`src/hw/rtl/mhpq_pkg.sv`:
```
`timescale 1ns / 1ps
package mhpq_pkg;

    typedef enum logic [1:0] {
        OP_INSERT = 2'd0,
        OP_DELETE = 2'd1,
        OP_FIND   = 2'd2,
        OP_PRINT  = 2'd3
    } t_opcode;

    typedef enum logic [3:0] {
        ST_INSERTED    = 4'd0,
        ST_FULL        = 4'd1,
        ST_DUP         = 4'd2,
        ST_DELETED     = 4'd3,
        ST_EMPTY_DEL   = 4'd4,
        ST_FOUND       = 4'd5,
        ST_NOT_FOUND   = 4'd6,
        ST_PRINT       = 4'd7,
        ST_PRINT_EMPTY = 4'd8
    } t_status;

    typedef enum logic [3:0] {
        S_IDLE,
        S_SCAN_RD,
        S_SCAN_CMP,
        S_UP_RD,
        S_UP_CMP,
        S_DEL_RD,
        S_DEL_ROOT,
        S_DN_RD,
        S_DN_CMP,
        S_PRINT_RD,
        S_PRINT_OUT
    } t_state;

    // Signed compare result from the shared comparator.
    typedef struct packed {
        logic a_gt_b;
        logic a_eq_b;
    } t_cmp;

endpackage

```
`src/hw/rtl/mhpq_cmp.sv`:
```
`timescale 1ns / 1ps
module mhpq_cmp (
    input  logic signed [31:0] i_a,
    input  logic signed [31:0] i_b,
    output mhpq_pkg::t_cmp     o_res
);
    assign o_res.a_gt_b = (i_a > i_b);
    assign o_res.a_eq_b = (i_a == i_b);
endmodule

```
`src/hw/rtl/max_heap_priority_queue_unit.sv`:
```
`timescale 1ns / 1ps
// Binary max-heap priority queue of signed 32-bit keys.
// Commands: raise start with i_opcode and i_key_in while busy is low; the command
// is taken at that edge and busy stays high until its last result has been issued.
// Opcodes: insert, delete max, find, print. Each result appears for exactly one cycle
// with o_valid high, carrying o_status, o_key_out and o_last; the receiver must take it
// then, as results cannot be held off. Print issues one result per stored key.
// Inserts into a full heap, deletes of an empty heap and prints of an empty heap answer
// from idle without raising busy. Find scans the stored keys one at a time through the
// single store read port and one shared comparator, reading then comparing each. An
// insert first scans for a duplicate, then appends the key and moves it up level by
// level. Delete reads the root and the last entry, then walks down level by level.
// Print reads and issues each key in turn.
// One command is in flight at a time; the store port and comparator set the rate.
// Writing i_cfg_we with i_cfg_capacity while idle sets the capacity (saturated to
// HEAP_DEPTH) and empties the heap. Reset empties the heap and sets capacity to 32.
module max_heap_priority_queue_unit #(
    parameter int HEAP_DEPTH = 32
) (
    input  logic               i_clk,
    input  logic               i_rst_n,
    input  logic               i_cfg_we,
    input  logic [5:0]         i_cfg_capacity,
    input  logic               start,
    input  logic [1:0]         i_opcode,
    input  logic signed [31:0] i_key_in,
    output logic               busy,
    output logic               o_valid,
    output logic [3:0]         o_status,
    output logic signed [31:0] o_key_out,
    output logic               o_last
);
    localparam int AW = $clog2(HEAP_DEPTH + 1);

    logic signed [31:0] r_mem [1:HEAP_DEPTH];
    logic signed [31:0] r_rd;
    logic [AW-1:0]      rd_addr;
    logic               we;
    logic [AW-1:0]      wr_addr;
    logic signed [31:0] wr_data;

    mhpq_pkg::t_state r_state, n_state;
    logic [AW-1:0]      r_cnt, n_cnt;
    logic [6:0]         r_cap;
    logic [AW-1:0]      r_i, n_i;
    logic [AW-1:0]      r_j, n_j;
    logic signed [31:0] r_key, n_key;
    logic signed [31:0] r_cur, n_cur;
    logic signed [31:0] r_lft, n_lft;
    logic [1:0]         r_op, n_op;
    logic               r_sub, n_sub;

    logic               n_valid, n_last;
    logic [3:0]         n_status;
    logic signed [31:0] n_kout;

    logic signed [31:0] cmp_a, cmp_b;
    mhpq_pkg::t_cmp     cmp;
    logic [AW:0]        eff_cap;
    logic [AW:0]        l2, r2;

    mhpq_cmp u_cmp (.i_a(cmp_a), .i_b(cmp_b), .o_res(cmp));

    assign eff_cap = (r_cap > 7'(HEAP_DEPTH)) ? (AW+1)'(HEAP_DEPTH) : (AW+1)'(r_cap);
    assign l2      = {r_i, 1'b0};
    assign r2      = {r_i, 1'b1};
    assign busy    = (r_state != mhpq_pkg::S_IDLE);

    always_ff @(posedge i_clk) begin
        if (we) r_mem[wr_addr] <= wr_data;
        r_rd <= r_mem[rd_addr];
    end

    always_ff @(posedge i_clk) begin
        if (!i_rst_n) begin
            r_state <= mhpq_pkg::S_IDLE;
            r_cnt   <= '0;
            r_cap   <= 7'd32;
            o_valid <= 1'b0;
        end else begin
            r_state <= n_state;
            r_cnt   <= n_cnt;
            o_valid <= n_valid;
            if (i_cfg_we) begin
                r_cap <= {1'b0, i_cfg_capacity};
                r_cnt <= '0;
            end
        end
        r_i <= n_i; r_j <= n_j; r_key <= n_key; r_cur <= n_cur;
        r_lft <= n_lft; r_op <= n_op; r_sub <= n_sub;
        o_status <= n_status; o_key_out <= n_kout; o_last <= n_last;
    end

    always_comb begin
        n_state = r_state; n_cnt = r_cnt; n_i = r_i; n_j = r_j; n_key = r_key;
        n_cur = r_cur; n_lft = r_lft; n_op = r_op; n_sub = r_sub;
        n_valid = 1'b0; n_last = 1'b1; n_status = mhpq_pkg::ST_INSERTED; n_kout = r_key;
        rd_addr = r_i; we = 1'b0; wr_addr = r_i; wr_data = r_key;
        cmp_a = r_rd; cmp_b = r_key;
        case (r_state)
            mhpq_pkg::S_IDLE: begin
                if (start) begin
                    n_op = i_opcode; n_key = i_key_in; n_i = AW'(1);
                    case (mhpq_pkg::t_opcode'(i_opcode))
                        mhpq_pkg::OP_INSERT: begin
                            if ({1'b0, r_cnt} >= eff_cap) begin
                                n_valid = 1'b1; n_status = mhpq_pkg::ST_FULL; n_kout = i_key_in;
                            end else begin
                                n_state = mhpq_pkg::S_SCAN_RD;
                            end
                        end
                        mhpq_pkg::OP_FIND: n_state = mhpq_pkg::S_SCAN_RD;
                        mhpq_pkg::OP_DELETE: begin
                            if (r_cnt == '0) begin
                                n_valid = 1'b1; n_status = mhpq_pkg::ST_EMPTY_DEL; n_kout = '0;
                            end else begin
                                n_state = mhpq_pkg::S_DEL_RD;
                            end
                        end
                        default: begin
                            if (r_cnt == '0) begin
                                n_valid = 1'b1; n_status = mhpq_pkg::ST_PRINT_EMPTY;
                                n_kout = '0;
                            end else begin
                                n_state = mhpq_pkg::S_PRINT_RD;
                            end
                        end
                    endcase
                end
            end
            // Linear scan for the key; read then compare each entry in turn.
            mhpq_pkg::S_SCAN_RD: begin
                if (r_i > r_cnt) begin
                    if (r_op == mhpq_pkg::OP_FIND) begin
                        n_valid = 1'b1; n_status = mhpq_pkg::ST_NOT_FOUND;
                        n_state = mhpq_pkg::S_IDLE;
                    end else begin
                        // Append at the end, then percolate up from there.
                        we = 1'b1; wr_addr = AW'(r_cnt + 1'b1);
                        n_cnt = AW'(r_cnt + 1'b1);
                        n_i = AW'(r_cnt + 1'b1);
                        n_state = mhpq_pkg::S_UP_RD;
                    end
                end else begin
                    rd_addr = r_i;
                    n_state = mhpq_pkg::S_SCAN_CMP;
                end
            end
            mhpq_pkg::S_SCAN_CMP: begin
                if (cmp.a_eq_b) begin
                    n_valid = 1'b1;
                    n_status = (r_op == mhpq_pkg::OP_FIND) ? mhpq_pkg::ST_FOUND
                                                            : mhpq_pkg::ST_DUP;
                    n_state = mhpq_pkg::S_IDLE;
                end else begin
                    n_i = AW'(r_i + 1'b1);
                    n_state = mhpq_pkg::S_SCAN_RD;
                end
            end
            // The new key (r_key) sits at r_i; read its parent.
            mhpq_pkg::S_UP_RD: begin
                if (r_i == AW'(1)) begin
                    we = 1'b1; wr_addr = r_i; wr_data = r_key;
                    n_valid = 1'b1; n_status = mhpq_pkg::ST_INSERTED;
                    n_state = mhpq_pkg::S_IDLE;
                end else begin
                    rd_addr = r_i >> 1;
                    n_state = mhpq_pkg::S_UP_CMP;
                end
            end
            mhpq_pkg::S_UP_CMP: begin
                cmp_a = r_key; cmp_b = r_rd;
                if (cmp.a_gt_b) begin
                    we = 1'b1; wr_addr = r_i; wr_data = r_rd;
                    n_i = r_i >> 1;
                    n_state = mhpq_pkg::S_UP_RD;
                end else begin
                    we = 1'b1; wr_addr = r_i; wr_data = r_key;
                    n_valid = 1'b1; n_status = mhpq_pkg::ST_INSERTED;
                    n_state = mhpq_pkg::S_IDLE;
                end
                if (cmp.a_gt_b && (r_i >> 1) == AW'(1)) begin
                    // Reached the root; the next step writes the key there.
                    n_state = mhpq_pkg::S_UP_RD;
                end
            end
            // Delete: read root, then the last entry.
            mhpq_pkg::S_DEL_RD: begin
                rd_addr = AW'(1);
                n_state = mhpq_pkg::S_DEL_ROOT;
            end
            mhpq_pkg::S_DEL_ROOT: begin
                n_kout = r_rd; n_lft = r_rd;
                rd_addr = r_cnt;
                n_cnt = AW'(r_cnt - 1'b1);
                n_i = AW'(1); n_sub = 1'b0; n_j = '0;
                n_state = mhpq_pkg::S_DN_RD;
            end
            // Down walk: r_cur is the moving key, r_lft holds the deleted root.
            // Sub-step 0 reads the left child, sub-step 1 the right child.
            mhpq_pkg::S_DN_RD: begin
                n_kout = r_lft;
                if (r_sub == 1'b0 && r_i == AW'(1) && r_j == '0) begin
                    n_cur = r_rd; n_j = AW'(1);
                end
                if (l2 > {1'b0, r_cnt}) begin
                    we = 1'b1; wr_addr = r_i; wr_data = (r_i == AW'(1) && r_j == '0)
                                                         ? r_rd : r_cur;
                    n_valid = 1'b1; n_status = mhpq_pkg::ST_DELETED; n_kout = r_lft;
                    n_j = '0;
                    n_state = mhpq_pkg::S_IDLE;
                end else begin
                    rd_addr = r_sub ? AW'(r2) : AW'(l2);
                    n_state = mhpq_pkg::S_DN_CMP;
                end
            end
            mhpq_pkg::S_DN_CMP: begin
                n_kout = r_lft;
                if (r_sub == 1'b0) begin
                    if (l2 == {1'b0, r_cnt}) begin
                        cmp_a = r_rd; cmp_b = r_cur;
                        we = 1'b1; n_j = '0;
                        if (cmp.a_gt_b) begin
                            wr_addr = r_i; wr_data = r_rd;
                            n_i = AW'(l2);
                            n_state = mhpq_pkg::S_DN_RD;
                            n_j = AW'(1);
                        end else begin
                            wr_addr = r_i; wr_data = r_cur;
                            n_valid = 1'b1; n_status = mhpq_pkg::ST_DELETED;
                            n_state = mhpq_pkg::S_IDLE;
                        end
                    end else begin
                        n_key = r_rd; n_sub = 1'b1;
                        n_state = mhpq_pkg::S_DN_RD;
                    end
                end else begin
                    // r_key = left child, r_rd = right child.
                    cmp_a = r_key; cmp_b = r_rd;
                    n_sub = 1'b0;
                    we = 1'b1; wr_addr = r_i;
                    if (r_cur > r_key && r_cur > r_rd) begin
                        wr_data = r_cur;
                        n_valid = 1'b1; n_status = mhpq_pkg::ST_DELETED;
                        n_j = '0;
                        n_state = mhpq_pkg::S_IDLE;
                    end else if (cmp.a_gt_b) begin
                        wr_data = r_key; n_i = AW'(l2); n_j = AW'(1);
                        n_state = mhpq_pkg::S_DN_RD;
                    end else begin
                        wr_data = r_rd; n_i = AW'(r2); n_j = AW'(1);
                        n_state = mhpq_pkg::S_DN_RD;
                    end
                end
            end
            mhpq_pkg::S_PRINT_RD: begin
                rd_addr = r_i;
                n_state = mhpq_pkg::S_PRINT_OUT;
            end
            mhpq_pkg::S_PRINT_OUT: begin
                n_valid = 1'b1; n_status = mhpq_pkg::ST_PRINT; n_kout = r_rd;
                n_last = (r_i == r_cnt);
                n_i = AW'(r_i + 1'b1);
                n_state = (r_i == r_cnt) ? mhpq_pkg::S_IDLE : mhpq_pkg::S_PRINT_RD;
            end
            default: n_state = mhpq_pkg::S_IDLE;
        endcase
    end
endmodule
```
`config.mk`:
```
export PLATFORM = sky130hd
export DESIGN_NAME = max_heap_priority_queue_unit
export DESIGN_NICKNAME = d
export VERILOG_FILES = /design/src/hw/rtl/mhpq_pkg.sv /design/src/hw/rtl/mhpq_cmp.sv /design/src/hw/rtl/max_heap_priority_queue_unit.sv
export SDC_FILE = /design/constraint.sdc
export NUM_CORES = 2
export LEC_CHECK = 0
export ABC_AREA = 1
export BUFFER_PORTS_ARGS = -buffer_cell sky130_fd_sc_hd__clkbuf_2
export CELL_PAD_IN_SITES_DETAIL_PLACEMENT = 0
export CELL_PAD_IN_SITES_GLOBAL_PLACEMENT = 1
export CORE_UTILIZATION = 30
export CTS_CLUSTER_DIAMETER = 40
export DETAILED_ROUTE_END_ITERATION = 12
export GPL_ROUTABILITY_DRIVEN = 1
export PLACE_DENSITY_LB_ADDON = 0.1
export SYNTH_ARGS = -nofsm -noshare
export SYNTH_HDL_FRONTEND = slang
export SYNTH_SLANG_ARGS = --single-unit
```
`constraint.sdc`:
```
create_clock -name i_clk -period 5.7 [get_ports i_clk]
set_input_delay 0.285 -clock i_clk [delete_from_list [all_inputs] [get_ports i_clk]]
set_output_delay 0.285 -clock i_clk [all_outputs]
set_load 0.01 [all_outputs]
```
== Word-level counts from Yosys, hierarchy flattened ==
Memories as Yosys holds them, arrays and structs flattened. A register that Yosys moved wholly into a read port is not among the register bits.
Cells that the tools add are included.
Word-level totals
  input port bits: 44
  output and inout bits: 39
  bits in registers: 165
  memories: 1
  bits in writable memories: 1024
  word-level logic and storage cells: 191
Memory list
  r_mem: words 32, bits a word 32, rd ports 1, clocked after memory_dff 1, wr ports 1, RTL line max_heap_priority_queue_unit.sv:35  | logic signed [31:0] r_mem [1:HEAP_DEPTH];
Cells by class
  bitwise logic cells: 2
  order comparisons: 7
  reductions and logical operators: 25
  eq/ne operators: 32
  muxes and demuxes: 107
  $add $sub $neg: 3
Operators by type and width (number)
  32-bit 2-to-1 mux: 17
  32-bit one-hot mux with 2 select lines: 4
  32-bit one-hot mux with 3 select lines: 2
  6-bit 2-to-1 mux: 19
  32-bit greater-than comparator: 3
  4-bit 2-to-1 mux: 13
  4-bit one-hot mux with 11 select lines: 1
  6-bit one-hot mux with 7 select lines: 1
  32-bit equality test: 1
  1-bit 2-to-1 mux: 26
  3-bit 2-to-1 mux: 8
  4-bit one-hot mux with 3 select lines: 2
  4-bit one-hot mux with 6 select lines: 1
  6-bit one-hot mux with 4 select lines: 1
  3-bit inequality test, second input constant: 6
  6-bit one-hot mux with 3 select lines: 1
  4-bit by 3-bit equality test with 1-bit output, second input constant: 4
  2-bit inequality test, second input constant: 7
  6-bit by 1-bit adder with 6-bit output, second input constant: 2
  4-bit equality test, second input constant: 3
  6-bit zero test: 2
  2-bit 2-to-1 mux: 6
  6-bit one-hot mux with 2 select lines: 1
  4-bit by 2-bit equality test with 1-bit output, second input constant: 2
  other kinds (29): 43

== Logic depth before layout (Yosys ltp) ==
  depth after elaboration: 9
  depth in mapped cells: 33
  depth with buffers taken out: 30

== Modules after synthesis ==
From an unflattened synthesis, not the netlist that was laid out.
Unflattened totals
  cell total of the unflattened synthesis: 6120
  area total of the unflattened synthesis: 59592.2 um^2
By module, submodules not included
  max_heap_priority_queue_unit: instances 1, seq. area each 35654.2 um^2, cells an instance 5979, area each 58717.6 um^2
  mhpq_cmp: instances 1, seq. area each 0.0 um^2, cells an instance 141, area each 874.6 um^2

== Worst setup path after synthesis ==
Ideal clock, no wire load.
  path type: register to register
  start: reg r_cnt[2]
  end: mem r_mem[10][18] (data pin)
  clock period less this slack: 5.192 ns
  stages on the path, launching flop included: 29
  setup slack: 0.508 ns
  path buffers: 4
  required time: 5.323 ns
  arrival time: 4.815 ns
  setup time: 0.377 ns
  cell sequence: dfxtp_1 > clkbuf_1 > inv_1 > ha_1 > nand2_1 > nor2_1 > nand2_2 > clkinv_1 > clkbuf_1 > buf_1 > nand2_1 > a21oi_1 > a211oi_1 > o22ai_1 > ha_1 > a21oi_1 > nor2_1 > nor2_1 > nand3_1 > a21oi_1 > nand3_1 > nand2_1 > nand2_1 > clkbuf_1 > nand2_1 > nand3_1 > nand3_1 > nand3_1 > a21oi_1
Between the ends
  cells in the longest elaborated chain, start to end: 9
  elaborated cells between the ends (all ways): 14
  classes of those cells: order compare (2); eq/ne (1); mux (11)
RTL lines
  start: declaration: RTL line max_heap_priority_queue_unit.sv:43  | logic [AW-1:0] r_cnt, n_cnt;
  start signal: assignment: RTL line max_heap_priority_queue_unit.sv:82  | r_cnt <= n_cnt;
  7-bit by 6-bit equality test with 1-bit output: RTL line max_heap_priority_queue_unit.sv:220  | if (l2 == {1'b0, r_cnt}) begin
  32-bit 2-to-1 mux: RTL line max_heap_priority_queue_unit.sv:220
  32-bit 2-to-1 mux: RTL line max_heap_priority_queue_unit.sv:219  | if (r_sub == 1'b0) begin
  32-bit one-hot mux with 2 select lines: RTL line max_heap_priority_queue_unit.sv:100  | case (r_state)
  32-bit greater-than comparator: RTL line mhpq_cmp.sv:7  | assign o_res.a_gt_b = (i_a > i_b);
  32-bit 2-to-1 mux, on equally long branches: RTL line max_heap_priority_queue_unit.sv:223, max_heap_priority_queue_unit.sv:247
  32-bit 2-to-1 mux, on equally long branches: RTL line max_heap_priority_queue_unit.sv:220, max_heap_priority_queue_unit.sv:242
  32-bit 2-to-1 mux: RTL line max_heap_priority_queue_unit.sv:219
  32-bit one-hot mux with 3 select lines *: RTL line max_heap_priority_queue_unit.sv:100
  net wr_data[18]: RTL line max_heap_priority_queue_unit.sv:40  | logic signed [31:0] wr_data;
  end: declaration: RTL line max_heap_priority_queue_unit.sv:35
Mark *: on every way through the listed nets, which the timed path passes. The rest lies on a longest branch.

== Final worst setup path ==
  start: reg r_i[0]
  end: mem r_mem[15][24] (data pin)
Between the ends
  cells in the longest elaborated chain, start to end: 9
  elaborated cells between the ends (all ways): 17
  classes of those cells: order compare (2); eq/ne (2); mux (12); reduce/logical (1)
RTL lines
  start: declaration: RTL line max_heap_priority_queue_unit.sv:45  | logic [AW-1:0] r_i, n_i;
  start signal: assignment: RTL line max_heap_priority_queue_unit.sv:89  | r_i <= n_i; r_j <= n_j; r_key <= n_key; r_cur <= n_cur;
  7-bit by 6-bit equality test with 1-bit output: RTL line max_heap_priority_queue_unit.sv:220
  32-bit 2-to-1 mux: RTL line max_heap_priority_queue_unit.sv:220
  32-bit 2-to-1 mux: RTL line max_heap_priority_queue_unit.sv:219
  32-bit one-hot mux with 2 select lines: RTL line max_heap_priority_queue_unit.sv:100
  32-bit greater-than comparator: RTL line mhpq_cmp.sv:7
  32-bit 2-to-1 mux, on equally long branches: RTL line max_heap_priority_queue_unit.sv:223, max_heap_priority_queue_unit.sv:247
  32-bit 2-to-1 mux, on equally long branches: RTL line max_heap_priority_queue_unit.sv:220, max_heap_priority_queue_unit.sv:242
  32-bit 2-to-1 mux: RTL line max_heap_priority_queue_unit.sv:219
  32-bit one-hot mux with 3 select lines *: RTL line max_heap_priority_queue_unit.sv:100
  net wr_data[24]: RTL line max_heap_priority_queue_unit.sv:40
Marked as above.

==> impl_metrics.json <==
{
  "crit_family": "compound AO/OA/AOI/OAI gates",
  "clockBufferDepth": 3,
  "place_ws_ns": 0.576,
  "clock_sinks": 1216,
  "clock_skew_ns": 0.0419,
  "finalPower_mw": 43.0,
  "via_per_inst": 5.06,
  "route.antenna.remaining_nets": 0,
  "synth.most_common_cell": "nand2_1",
  "crit_path_max_incr_delay_ns": 0.73,
  "hold_depth": 2,
  "start_util": 0.302,
  "fin_hold_ws_ns": 0.289,
  "rsz0062_at_grt": "no",
  "grt_pass1_vias": 42903,
  "power-per-cell-area_mw_per_mm2": 610,
  "drive_above_1_share": 0.115,
  "slew_headroom": 0.182,
  "yosysUniqueCellTypes": 52,
  "r2r_setup_slack_ns": 0.50,
  "worst-setup-path-type": "register to register",
  "setup_viol": 0,
  "layout_min_cycle_time_ns": 5.20,
  "rows": 161,
  "ctsResizeCount": 0,
  "htreeDepth": 4,
  "cpMostUsedCell": "nand2_1",
  "grt-ovfl-total": 0,
  "maxCapViolations": 0,
  "drc": 0,
  "min_path_type": "input port to register",
  "synth_area_leaders": "edfxtp_1 (58%), nand2_1 (11%), nand3_1 (5.4%)",
  "dieHeight_um": 443,
  "io_buffers": 82,
  "clockRootBuffer": "clkbuf_16",
  "synth_top_area_frac": 0.583,
  "clkTransAtPathRegs_ns": 0.05,
  "max-vdd-ir-drop_mv": 0.566,
  "worst_path_max_delay_cell": "o21ai_0",
  "status": "finished, final reports clean",
  "synth_edf_count": 1130,
  "min_to": "r_op[0]$_DFFE_PP_",
  "gp_congestion": 0.836,
  "nets": 6201,
  "critPathMaxFanout": 32,
  "power_leakage_nw": 27.6,
  "async_reset_ff_frac": 0,
  "drt-total-wl_mm": 210,
  "worstReg2RegStart": "r_i[0]$_DFFE_PP_",
  "worst_pin_slew_ns": 1.23,
  "area_growth_pct": 21.1,
  "finalCritPeriodShare": 0.912,
  "syn_area_mm2": 0.0582,
  "utilization": 0.366,
  "core_mm2": 0.193,
  "dominantRegCellSynth": "edfxtp_1",
  "antenna_found_initial": 4,
  "yosys-top-cells-count": "nand2_1 (1759), edfxtp_1 (1130), nand3_1 (623), inv_1 (480), o211ai_1 (357)",
  "syn-mean-instance-area_um2": 9.94,
  "die_area_mm2": 0.196,
  "num_vias": 44289,
  "cp-end-kind": "register",
  "crit_buf_inv": 3,
  "yosysWarnings": 0,
  "finalSetupTns_ns": 0,
  "ys_seq_area_frac": 0.612,
  "start_kind": "register",
  "dp_hpwl_mm": 123,
  "die_w_um": 443,
  "slew_violations": 0,
  "min_from": "i_opcode[0]",
  "grt_first_pass_wirelength_mm": 308,
  "track_usage": 0.212,
  "grt_max_degree": 205,
  "syn_inst": 5859,
  "fin_ws_ns": 0.501,
  "crit_arrival_ns": 5.81,
  "hold_violations": 0,
  "tritoncts": "yes",
  "cts_inserted_buffers": 216,
  "synth_nets": 6021,
  "fmax_mhz": 192,
  "yosys.area.top_type": "edfxtp_1",
  "ys_ff_latch": 1216,
  "reg2reg_to": "r_mem[15][24]$_DFFE_PP_",
  "drtIter0Drc": 3426,
  "first_pass_iters": 6,
  "pin_count": 83,
  "avgRoutedWirePerCell_um": 24.0,
  "worstSkewPairLatency_ns": 0.85,
  "r2r_cells": 25,
  "required_ns": 6.31
}
==> repair_timing <==
item | CTS | global route
hold buffers | 55 | 0
hold endpoints to repair | 85 | 0
setup buffers | 0 | 0
==> per-stage QoR <==
step	cells	instance area, um2
6_report	8753	70500
5_1_grt	8752	70500
4_1_cts	8752	70500
3_5_place_dp	8292	62400
3_3_place_gp	8292	62400
2_1_floorplan	5859	58200
==> logic make-up after synthesis <==
group	count (synthesis)	share of synthesized area
XOR/XNOR	8	0.00120
AND/OR/NAND/NOR	2646	0.188
buffers and inverters	896	0.0659
flip-flops	1216	0.612
AO/OA/AOI/OAI	975	0.108
adder cells (fa/ha/maj)	118	0.0254
==> area by class of cell <==
class,instances,area (um2)
antenna,1,2.50
clock buffer,248,5670
clock inverter,157,1890
fill,19112,122000
inverter,528,2010
multi-input combinational,3747,19100
sequential,1216,35700
tap,2526,3160
timing repair buffer,330,3010
==> sequential cells by signal, summed over array words and instances, names as in the netlist, 2 cells and up <==
name and cells:
r_cnt 6, r_key 32, r_cur 32, r_lft 32, r_op 2, o_status 4, r_cap 6, r_i 6
o_key_out 32, r_mem 1024, r_state 4, r_rd 32
==> power breakdown <==
| part | leakage (nW) | internal, mW | switching (mW) |
|---|---|---|---|
| Combinational | 13.0 | 4.62 | 12.6 |
| Clock | 3.63 | 8.64 | 4.70 |
| Sequential | 10.9 | 11.9 | 0.582 |
==> worst max path at each step <==
stage	start	endpoint	depth (start not counted)	slack, ns
after floorplan	r_cnt[2]$_SDFFE_PP0P_	r_mem[10][18]$_DFFE_PP_	28	0.51
after global placement	r_cnt[4]$_SDFFE_PP0P_	r_mem[15][24]$_DFFE_PP_	28	0.56
after detailed placement	r_i[0]$_DFFE_PP_	r_mem[8][24]$_DFFE_PP_	27	0.58
after CTS	r_i[0]$_DFFE_PP_	r_mem[15][24]$_DFFE_PP_	27	0.55
after global routing	r_cnt[5]$_SDFFE_PP0P_	r_mem[15][24]$_DFFE_PP_	28	0.08
final	r_i[0]$_DFFE_PP_	r_mem[15][24]$_DFFE_PP_	25	0.50
==> worst reg2reg max path: stages, from the launching register on <==
cell and delay, ns:
edfxtp_1 0.49, ha_1 0.33, nand2_1 0.05, nor2_1 0.11
nand2_2 0.11, inv_2 0.27, nand2_1 0.16, o21ai_0 0.73
a211oi_1 0.10, o22ai_1 0.16, ha_1 0.27, a21oi_1 0.14
o21ai_0 0.08, a21oi_1 0.15, nand2_1 0.08, nand2_1 0.08
nand3_1 0.16, nand2_2 0.16, nand2_2 0.09, buf_4 0.28
nand2_1 0.12, nand3_1 0.10, nand2_1 0.07, nand3_1 0.09
a21oi_2 0.26, buf_4 0.36
==> routing by layer <==
| layer | vias to the layer above | part of all wire | track usage |
|---|---|---|---|
| li1 | 20998 | - | - |
| met4 | 0 | 0.022 | 0.0566 |
| met2 | 1221 | 0.47 | 0.345 |
| met5 | - | 0 | 0 |
| met3 | 306 | 0.047 | 0.0316 |
| met1 | 21764 | 0.47 | 0.294 |
==> cells in the final DEF (no fill, tap or decap), drive strengths merged, types with 5 or more instances in the layout <==
| cell | synthesis | routed |
|---|---|---|
| clkinvlp | 0 | 22 |
| dfxtp | 86 | 86 |
| buf | 233 | 193 |
| a22oi | 40 | 40 |
| o21a | 5 | 5 |
| o21ai | 186 | 186 |
| a21oi | 216 | 216 |
| nor2 | 192 | 192 |
| ha | 118 | 118 |
| a221oi | 5 | 5 |
| o22ai | 58 | 58 |
| nand3 | 624 | 624 |
| clkbuf | 135 | 330 |
| a211oi | 27 | 27 |
| clkinv | 35 | 116 |
| nand4 | 50 | 50 |
| inv | 493 | 514 |
| edfxtp | 1130 | 1130 |
| o221ai | 30 | 30 |
| bufinv | 0 | 33 |
| a31oi | 32 | 32 |
| xor2 | 6 | 6 |
| nor3 | 11 | 11 |
| dlygate4sd3 | 0 | 55 |
| nand2 | 1761 | 1761 |
| o211ai | 357 | 357 |
No activity file was read; power rests on OpenSTA's default activity.
